<file path="src/rtl/core/hda_pkg.sv">
// ---------------------------------------------------------------------------
// hda_pkg
// shared types and constants of the hash dereplicate aggregator
// ---------------------------------------------------------------------------
`timescale 1ns / 1ps
`default_nettype none

package hda_pkg;

  // sizing
  localparam int TABLE_DEPTH_DEF = 4096;
  localparam int MIN_INDEX_BITS  = 4;
  localparam int MAX_INDEX_BITS  = 12;
  localparam int INDEX_W         = 4;
  localparam int SLOT_W          = 12;
  localparam int GROUPS_W        = 13;
  localparam logic [INDEX_W-1:0] INDEX_BITS_RESET = 4'd12;

  // one bucket of the store
  typedef struct packed {
    logic        valid;
    logic [63:0] key_hash;
    logic [31:0] first_number;
    logic [31:0] last_number;
    logic [63:0] mass;
    logic [31:0] size_count;
    logic [31:0] singles;
  } bucket_t;

  // incoming item
  typedef struct packed {
    logic [63:0] key_hash;
    logic [31:0] item_number;
    logic [31:0] item_weight;
  } item_t;

  // result of one item
  typedef struct packed {
    logic [SLOT_W-1:0]   slot_index;
    logic                opened_new;
    logic                link_valid;
    logic [31:0]         link_source;
    logic [31:0]         leader_number;
    logic [31:0]         member_count;
    logic [63:0]         total_weight;
    logic [31:0]         single_count;
    logic [GROUPS_W-1:0] groups_open;
    logic [63:0]         heaviest_weight;
    logic [31:0]         largest_count;
    logic                table_full;
  } result_t;

endpackage

`default_nettype wire

</file>
<file path="src/rtl/core/hda_probe_ctrl.sv">
// ---------------------------------------------------------------------------
// hda_probe_ctrl
// clearing sweep, linear probe, bucket update and result register
// ---------------------------------------------------------------------------
`timescale 1ns / 1ps
`default_nettype none

module hda_probe_ctrl #(
  parameter int TABLE_DEPTH = hda_pkg::TABLE_DEPTH_DEF,
  localparam int ADDR_W = $clog2(TABLE_DEPTH)
) (
  input  wire logic                          clk_i,
  input  wire logic                          rst_ni,
  input  wire logic [hda_pkg::INDEX_W-1:0]   index_bits_i,
  // item side
  input  wire logic                          in_valid_i,
  output logic                               in_ready_o,
  input  wire hda_pkg::item_t                in_item_i,
  // bucket store
  output logic                               ram_wr_en_o,
  output logic [ADDR_W-1:0]                  ram_wr_addr_o,
  output hda_pkg::bucket_t                   ram_wr_data_o,
  output logic                               ram_rd_en_o,
  output logic [ADDR_W-1:0]                  ram_rd_addr_o,
  input  wire hda_pkg::bucket_t              ram_rd_data_i,
  // result side
  output logic                               out_valid_o,
  input  wire logic                          out_ready_i,
  output hda_pkg::result_t                   out_data_o
);

  localparam int DEPTH_LOG2 = $clog2(TABLE_DEPTH + 1) - 1;
  localparam int CAP_BITS   = (DEPTH_LOG2 < hda_pkg::MAX_INDEX_BITS) ?
                              DEPTH_LOG2 : hda_pkg::MAX_INDEX_BITS;
  localparam logic [ADDR_W-1:0] LAST_ADDR = ADDR_W'(TABLE_DEPTH - 1);

  localparam logic [2:0] ST_CLEAR  = 3'd0;
  localparam logic [2:0] ST_IDLE   = 3'd1;
  localparam logic [2:0] ST_PROBE  = 3'd2;
  localparam logic [2:0] ST_UPDATE = 3'd3;
  localparam logic [2:0] ST_FINISH = 3'd4;

  logic [2:0]                  state_q, state_d;
  logic [ADDR_W-1:0]           clr_addr_q;
  logic [63:0]                 key_q;
  logic [31:0]                 num_q;
  logic [31:0]                 weight_q;
  logic [ADDR_W-1:0]           mask_q;
  logic [ADDR_W-1:0]           pos_q;
  logic [ADDR_W-1:0]           probe_cnt_q;
  hda_pkg::bucket_t            bucket_q;
  logic                        opened_q;
  logic                        full_q;
  hda_pkg::bucket_t            upd_q, upd_d;
  logic [31:0]                 prev_last_q;
  logic [hda_pkg::GROUPS_W-1:0] groups_q;
  logic [63:0]                 max_w_q, max_w_d;
  logic [31:0]                 max_c_q, max_c_d;
  logic                        out_valid_q;
  hda_pkg::result_t            out_q, res_d;

  logic [hda_pkg::INDEX_W-1:0] act_bits;
  logic [ADDR_W-1:0]           mask_now;
  logic                        accept;
  logic                        hit;
  logic                        probe_last;
  logic [ADDR_W-1:0]           pos_inc;
  logic                        out_free;
  hda_pkg::bucket_t            base;
  logic [64:0]                 mass_sum;

  // active table size from the register, clamped and capped by depth
  always_comb begin
    act_bits = index_bits_i;
    if (act_bits < hda_pkg::INDEX_W'(hda_pkg::MIN_INDEX_BITS)) begin
      act_bits = hda_pkg::INDEX_W'(hda_pkg::MIN_INDEX_BITS);
    end
    if (act_bits > hda_pkg::INDEX_W'(CAP_BITS)) begin
      act_bits = hda_pkg::INDEX_W'(CAP_BITS);
    end
    for (int i = 0; i < ADDR_W; i++) begin
      mask_now[i] = (i < int'(act_bits));
    end
  end

  assign in_ready_o = (state_q == ST_IDLE);
  assign accept     = in_valid_i && in_ready_o;
  assign out_free   = !out_valid_q || out_ready_i;

  // probe decision on the bucket just read
  assign hit        = !ram_rd_data_i.valid || (ram_rd_data_i.key_hash == key_q);
  assign probe_last = (probe_cnt_q == mask_q);
  assign pos_inc    = (pos_q + ADDR_W'(1)) & mask_q;

  // bucket update: fresh cluster or join
  always_comb begin
    base = bucket_q;
    if (opened_q) begin
      base              = '0;
      base.valid        = 1'b1;
      base.key_hash     = key_q;
      base.first_number = num_q;
    end
    mass_sum = {1'b0, base.mass} + {33'd0, weight_q};
    upd_d             = base;
    upd_d.last_number = num_q;
    upd_d.mass        = mass_sum[64] ? '1 : mass_sum[63:0];
    upd_d.size_count  = (&base.size_count) ? base.size_count : base.size_count + 32'd1;
    upd_d.singles     = ((weight_q == 32'd1) && !(&base.singles)) ?
                        base.singles + 32'd1 : base.singles;
  end

  // running maxima and result word
  always_comb begin
    max_w_d = max_w_q;
    max_c_d = max_c_q;
    res_d   = '0;
    if (full_q) begin
      res_d.table_full = 1'b1;
    end else begin
      if (upd_q.mass > max_w_q) begin
        max_w_d = upd_q.mass;
      end
      if (upd_q.size_count > max_c_q) begin
        max_c_d = upd_q.size_count;
      end
      res_d.slot_index    = hda_pkg::SLOT_W'(pos_q);
      res_d.opened_new    = opened_q;
      res_d.link_valid    = !opened_q;
      res_d.link_source   = prev_last_q;
      res_d.leader_number = upd_q.first_number;
      res_d.member_count  = upd_q.size_count;
      res_d.total_weight  = upd_q.mass;
      res_d.single_count  = upd_q.singles;
    end
    res_d.groups_open     = groups_q;
    res_d.heaviest_weight = max_w_d;
    res_d.largest_count   = max_c_d;
  end

  // memory port drive
  always_comb begin
    ram_wr_en_o   = (state_q == ST_CLEAR) || (state_q == ST_UPDATE);
    ram_wr_addr_o = (state_q == ST_CLEAR) ? clr_addr_q : pos_q;
    ram_wr_data_o = (state_q == ST_CLEAR) ? '0 : upd_d;
    ram_rd_en_o   = accept || ((state_q == ST_PROBE) && !hit && !probe_last);
    ram_rd_addr_o = (state_q == ST_IDLE) ?
                    (in_item_i.key_hash[ADDR_W-1:0] & mask_now) : pos_inc;
  end

  // sequencer
  always_comb begin
    state_d = state_q;
    case (state_q)
      ST_CLEAR: begin
        if (clr_addr_q == LAST_ADDR) state_d = ST_IDLE;
      end
      ST_IDLE: begin
        if (accept) state_d = ST_PROBE;
      end
      ST_PROBE: begin
        if (hit) state_d = ST_UPDATE;
        else if (probe_last) state_d = ST_FINISH;
      end
      ST_UPDATE: begin
        state_d = ST_FINISH;
      end
      ST_FINISH: begin
        if (out_free) state_d = ST_IDLE;
      end
      default: begin
        state_d = ST_IDLE;
      end
    endcase
  end

  // control registers
  always_ff @(posedge clk_i or negedge rst_ni) begin
    if (!rst_ni) begin
      state_q     <= ST_CLEAR;
      clr_addr_q  <= '0;
      groups_q    <= '0;
      max_w_q     <= '0;
      max_c_q     <= '0;
      out_valid_q <= 1'b0;
    end else begin
      state_q <= state_d;
      if (state_q == ST_CLEAR) begin
        clr_addr_q <= clr_addr_q + ADDR_W'(1);
      end
      if ((state_q == ST_UPDATE) && opened_q) begin
        groups_q <= groups_q + hda_pkg::GROUPS_W'(1);
      end
      if ((state_q == ST_FINISH) && out_free) begin
        out_valid_q <= 1'b1;
        max_w_q     <= max_w_d;
        max_c_q     <= max_c_d;
      end else if (out_ready_i) begin
        out_valid_q <= 1'b0;
      end
    end
  end

  // item and probe datapath
  always_ff @(posedge clk_i) begin
    if (accept) begin
      key_q       <= in_item_i.key_hash;
      num_q       <= in_item_i.item_number;
      weight_q    <= in_item_i.item_weight;
      mask_q      <= mask_now;
      pos_q       <= in_item_i.key_hash[ADDR_W-1:0] & mask_now;
      probe_cnt_q <= '0;
      full_q      <= 1'b0;
    end
    if (state_q == ST_PROBE) begin
      if (hit) begin
        bucket_q <= ram_rd_data_i;
        opened_q <= !ram_rd_data_i.valid;
      end else if (probe_last) begin
        full_q <= 1'b1;
      end else begin
        pos_q       <= pos_inc;
        probe_cnt_q <= probe_cnt_q + ADDR_W'(1);
      end
    end
    if (state_q == ST_UPDATE) begin
      upd_q       <= upd_d;
      prev_last_q <= opened_q ? 32'd0 : bucket_q.last_number;
    end
    if ((state_q == ST_FINISH) && out_free) begin
      out_q <= res_d;
    end
  end

  assign out_valid_o = out_valid_q;
  assign out_data_o  = out_q;

endmodule

`default_nettype wire

</file>
<file path="config.mk">
export PLATFORM = sky130hd
export DESIGN_NAME = hda_probe_ctrl
export DESIGN_NICKNAME = d
export VERILOG_FILES = /design/src/rtl/core/hda_pkg.sv /design/src/rtl/core/hda_probe_ctrl.sv
export SDC_FILE = /design/constraint.sdc
export NUM_CORES = 2
export LEC_CHECK = 0
export ABC_AREA = 1
export BUFFER_PORTS_ARGS = -buffer_cell sky130_fd_sc_hd__buf_2
export CORE_AREA = 3 3 385 387
export DETAILED_ROUTE_END_ITERATION = 10
export DIE_AREA = 0 0 388 390
export SLEW_MARGIN = 20
export SYNTH_ARGS = -nofsm -noshare
export SYNTH_HDL_FRONTEND = slang
export SYNTH_SLANG_ARGS = --single-unit
</file>
<file path="constraint.sdc">
create_clock -name clk_i -period 24.3 [get_ports clk_i]
set_clock_uncertainty 0.15 [all_clocks]
set_input_delay 1.215 -clock clk_i [delete_from_list [all_inputs] [get_ports clk_i]]
set_output_delay 1.215 -clock clk_i [all_outputs]
set_load 0.05 [all_outputs]
</file>
# ---- Yosys cells after proc, flatten, opt, wreduce, memory -nomap -nowiden
# Index checks and enable logic that the tools add are counted.
dict set report word_totals {
  mem_bits_rw 0
  register_bits 1056
  inputBits 393
  romBits 0
  memories 0
  latchBits 0
  out_inout_bits 601
  wordCells 131
}
dict set report op_classes {
  n_div 0
  addsub 7
  reduce_logical 22
  n_lt_le_gt_ge 16
  shift 0
  n_mux 34
  multipliers 0
  eq_ne 12
  bitwise_logic 2
}
# operator n
set op_table {}
lappend op_table {{257-bit 2-to-1 mux} 2}
lappend op_table {{64-bit 2-to-1 mux} 3}
lappend op_table {{32-bit 2-to-1 mux} 4}
lappend op_table {{12-bit 2-to-1 mux} 10}
lappend op_table {{64-bit by 32-bit adder with 65-bit output} 1}
lappend op_table {{32-bit by 1-bit adder with 32-bit output, second input constant} 2}
lappend op_table {{64-bit equality test} 1}
lappend op_table {{64-bit greater-than comparator} 1}
lappend op_table {{32-bit AND reduction} 2}
lappend op_table {{12-bit by 1-bit adder with 12-bit output, second input constant} 3}
lappend op_table {{32-bit by 1-bit equality test with 1-bit output, second input constant} 1}
lappend op_table {{32-bit greater-than comparator} 1}
lappend op_table {{12-bit AND} 2}
lappend op_table {{3-bit by 4-bit < comparator with 1-bit output, first input constant} 4}
lappend op_table {{4-bit < comparator, first input constant} 4}
lappend op_table {{3-bit 2-to-1 mux} 5}
lappend op_table {{3-bit case mux with 5 select lines} 1}
lappend op_table {{13-bit by 1-bit adder with 13-bit output, second input constant} 1}
lappend op_table {{12-bit equality test} 1}
lappend op_table {{12-bit equality test, second input constant} 1}
lappend op_table {{1-bit by 4-bit < comparator with 1-bit output, first input constant} 2}
lappend op_table {{2-bit by 4-bit < comparator with 1-bit output, first input constant} 2}
lappend op_table {{4-bit 2-to-1 mux} 2}
lappend op_table {{1-bit 2-to-1 mux} 7}
lappend op_table {{15 further kinds} 30}

# ---- Depth between registers and ports, before layout
dict set report depth {
  ltp_word 10
  depth_mapped 22
  ltp_nobuf 19
}

# ---- Least setup slack after synthesis
# Ideal clock, no wire load.
dict set report synth_path {
  kind {in2reg}
  startpoint {input out_ready_i}
  endpoint {register out_q (netlist bit out_data_o[0]) (enable)}
  setup_time_ns 0.804
  stages 3
  path_buffers 1
  t_required_ns 23.346
  path_slack_ns 13.062
  arrival_ns 10.283
  cell_sequence {nor2_1 > nor2_1 > clkbuf_1}
}
dict set report synth_via {
  elab_chain_cells 2
}
# item line_no
set synth_rtl {}
lappend synth_rtl {{from (decl)} hda_probe_ctrl.sv:28} ;# input wire logic out_ready_i,
lappend synth_rtl {{1-bit logical OR} hda_probe_ctrl.sv:88} ;# assign out_free = !out_valid_q || out_ready_i;
lappend synth_rtl {{1-bit logical AND} hda_probe_ctrl.sv:230} ;# if ((state_q == ST_FINISH) && out_free) begin
lappend synth_rtl {{to (signal assigned)} hda_probe_ctrl.sv:231} ;# out_q <= res_d;
lappend synth_rtl {{to (decl)} hda_probe_ctrl.sv:60} ;# hda_pkg::result_t out_q, res_d;
# Every way passes these cells.
# A chain may end at the register's enable or synchronous reset.

==> impl_metrics.ini <==
[run_status]
status = complete, no violations

[setup_path]
slowest_delay_ns = 0.58
reg2reg_depth = 15
cp_max_fo = 158
reg2reg_from = opened_q$_DFFE_PP_
startpoint_type = flop
path_buf_inv = 8
crit_chain = buf_4 -> buf_12 -> nor2_1 -> ha_1 -> nand2_1 -> nor2_1 -> inv_1 -> nor2_1 -> inv_1 -> o21ai_0 -> inv_1 -> nand2_1 -> nand3_4 -> buf_4 -> inv_1 -> nor2_1 -> nor2_1 -> buf_2
crit_required_ns = 22.93
crit_slowest_cell = buf_12
cpMostUsedCell = nor2_1
r2r_end = upd_q[83]$_DFFE_PN_
cp-end-kind = primary output
criticalPathCategory = flop to primary output
r2r_slack_ns = 19.44
worst_ep_arrival_time_ns = 5.41
cp_top_family = buffers and inverters

[clock_network]
cts_root_buf = clkbuf_16
cts_buffers = 117
cts.htree.levels = 3
clockBufferDepth = 3
clkSinkCount = 1056
clkSlewWorstSetupHoldPaths_ns = 0.06
post-cts-setup-buffer-count = 0
ctsHoldBuffers = 0
tritoncts = yes
postCtsResizedCells = 0
insertion_delay_ns = 0.75

[route]
wl_um = 200000
drc = 0
vias = 41200
via_per_inst = 4.88
dr.pass1.iters = 6
wl_per_cell_um = 23.7
dr.first_iter.drc_count = 3000
ant_nets = 0

[power_and_ir_drop]
power.density_nw_per_um2 = 67.2
p_leak_nw = 28.8
peakVddDrop_uv = 62.9

[sta]
finalHoldViolations = 0
relSlewSlack_pct = 25.4
tightest_slew_ns = 1.12
post-route-min-period_ns = 6.77
clock.fmax_ghz = 0.148
tns_ns = 0
rsz0062_at_grt = no
slew_viol_final = 0
min_period_over_period_pct = 27.9
setup_violations = 0
timing.hold.ws_ns = 0.327

[logic_synthesis]
synthArstFlopShare_pct = 11.8
synthDistinctLibCells = 43
synth_edf_count = 906
synth-main-ff-cell = edfxtp_1
syn_area_um2 = 50900
seq_area_frac_synth_pct = 60.6
syn-instance-count = 5386
ys_seq_elements = 1056
yosys_warnings = 0
syn_avg_cell_area_um2 = 9.45

[finish]
layout.nets = 6887
final_common_cell = nand2_1
mostFrequentLayoutCells = nand2_1, buf_2, edfxtp_1, inv_1, nor2_1
syn2layout_area_growth_pct = 21.6
drive_gt1_share_pct = 19.2

[floorplanning]
core.rowCount = 140
die_h_um = 390
initial_core_util_pct = 35.0
fp.dieW_um = 388
dieArea_um2 = 151000
io_pins = 994
core_area_um2 = 145000

[global_routing]
grt_max_degree = 159
gr-total-overflow = 0
grt_pass1_wl_um = 281000
grt_pass1_vias = 40700
grt.total_usage_pct = 25.6
antenna_found_initial = 99

[place]
gp_congestion = 0.985
hpwl_um = 157000
io_buffer_count = 993

[worst_hold_path]
hold_path.class = flop to flop
hold_depth = 2
worst_hold_startpoint = max_w_q[9]$_DFFE_PN0P_
min_to = max_w_q[9]$_DFFE_PN0P_

[run]
max_cap_violations = 0
==> cell usage after synthesis (6+ instances only) <==
cell         n  area, um^2
nand2_1   1365        5120
edfxtp_1   906       27200
inv_1      861        3230
nor2_1     633        2380
nand3_1    360        1800
o21ai_0    152         761
a21oi_1    144         721
ha_1       134        1680
clkbuf_1   132         495
dfrtp_1    125        3130
and2_1      96         601
xor2_1      92         806
xnor2_1     85         744
nor3_1      64         320
nand4_1     51         319
dfxtp_1     25         500
buf_2       23         115
nor4_1      20         125
o21ai_1     15        75.1
buf_1       12        45.0
nand3b_1    12        90.1
a21oi_2     10        87.6
buf_6        9         101
and3_1       8        50.1
nor2_2       6        37.5
nor3_2       6        60.1
==> state kept, by name, indices dropped and copies added, names as in the netlist, 13 cells and up <==
signal       cells
bucket_q       257
groups_q        13
key_q           64
max_c_q         32
max_w_q         64
num_q           32
out_data_o     316
prev_last_q     32
upd_q          160
weight_q        32
==> metrics by stage <==
| step | cells | total power [mW] | setup WS [ns] | instance area (um^2) | utilization (%) |
|---|---|---|---|---|---|
| 2_1_floorplan | 5389 | 2.29 | 13.06 | 50900 | - |
| 3_3_place_gp | 8157 | 2.42 | 18.39 | 57900 | 39.9 |
| 3_5_place_dp | 8157 | 2.43 | 18.31 | 57900 | 39.9 |
| 4_1_cts | 8377 | 4.20 | 17.43 | 61700 | 42.5 |
| 5_1_grt | 8412 | 4.32 | 17.01 | 61800 | 42.6 |
| 6_report | 8437 | 4.16 | 17.53 | 61900 | 42.6 |
==> kinds of logic (layout without fill, tap and decap cells) <==
logic type	Yosys count	count (layout)	share of synthesized area, %
compound gates	342	342	3.54
xor+xnor	177	177	3.05
fa+ha+maj	135	135	3.33
buf+inv	1043	2114	7.88
flops	1056	1056	60.6
other cells	1	64	0.00737
simple gates	2632	2632	21.6
==> worst max-delay path by stage <==
stage	slack, ns	startpoint	endpoint	depth (start not counted)
2_1_floorplan	13.06	out_ready_i	out_data_o[0]$_DFFE_PP_	3
3_3_place_gp	18.39	opened_q$_DFFE_PP_	ram_wr_data_o[83]	18
3_5_place_dp	18.31	opened_q$_DFFE_PP_	ram_wr_data_o[87]	18
4_1_cts	17.43	opened_q$_DFFE_PP_	ram_wr_data_o[87]	18
5_1_grt	17.01	opened_q$_DFFE_PP_	ram_wr_data_o[87]	16
6_report	17.53	opened_q$_DFFE_PP_	ram_wr_data_o[83]	18
==> where the power goes <==
part           switching [mW]  internal, mW
combinational           0.234         0.118
sequential             0.0302          2.01
clock                   0.769          1.00
total                    1.03          3.13
==> cell type report <==
cell class | instances | area, um^2
clock inverter | 58 | 637
antenna | 60 | 150
fill | 14300 | 83300
sequential | 1056 | 30800
inverter | 867 | 3280
clock buffer | 162 | 3210
multi-input combinational | 3290 | 16100
tap | 1917 | 2400
timing repair buffer | 1027 | 5240
==> worst min-delay path: cells and delay by family (launching register included) <==
| family | cells | cell delay [ns] |
|---|---|---|
| DFF | 1 | 0.34 |
| and+or+nand+nor | 2 | 0.11 |
==> routing by layer <==
metal / up-vias / global-route usage (%) / share of wire, %
met5: - / 0 / 0.10
met4: 30 / 13.3 / 5.4
met3: 395 / 6.48 / 7.9
met1: 19700 / 29.3 / 37
met2: 1673 / 44.3 / 49
li1: 19400 / - / -
Note: power is estimated with default switching activity, not from simulation.
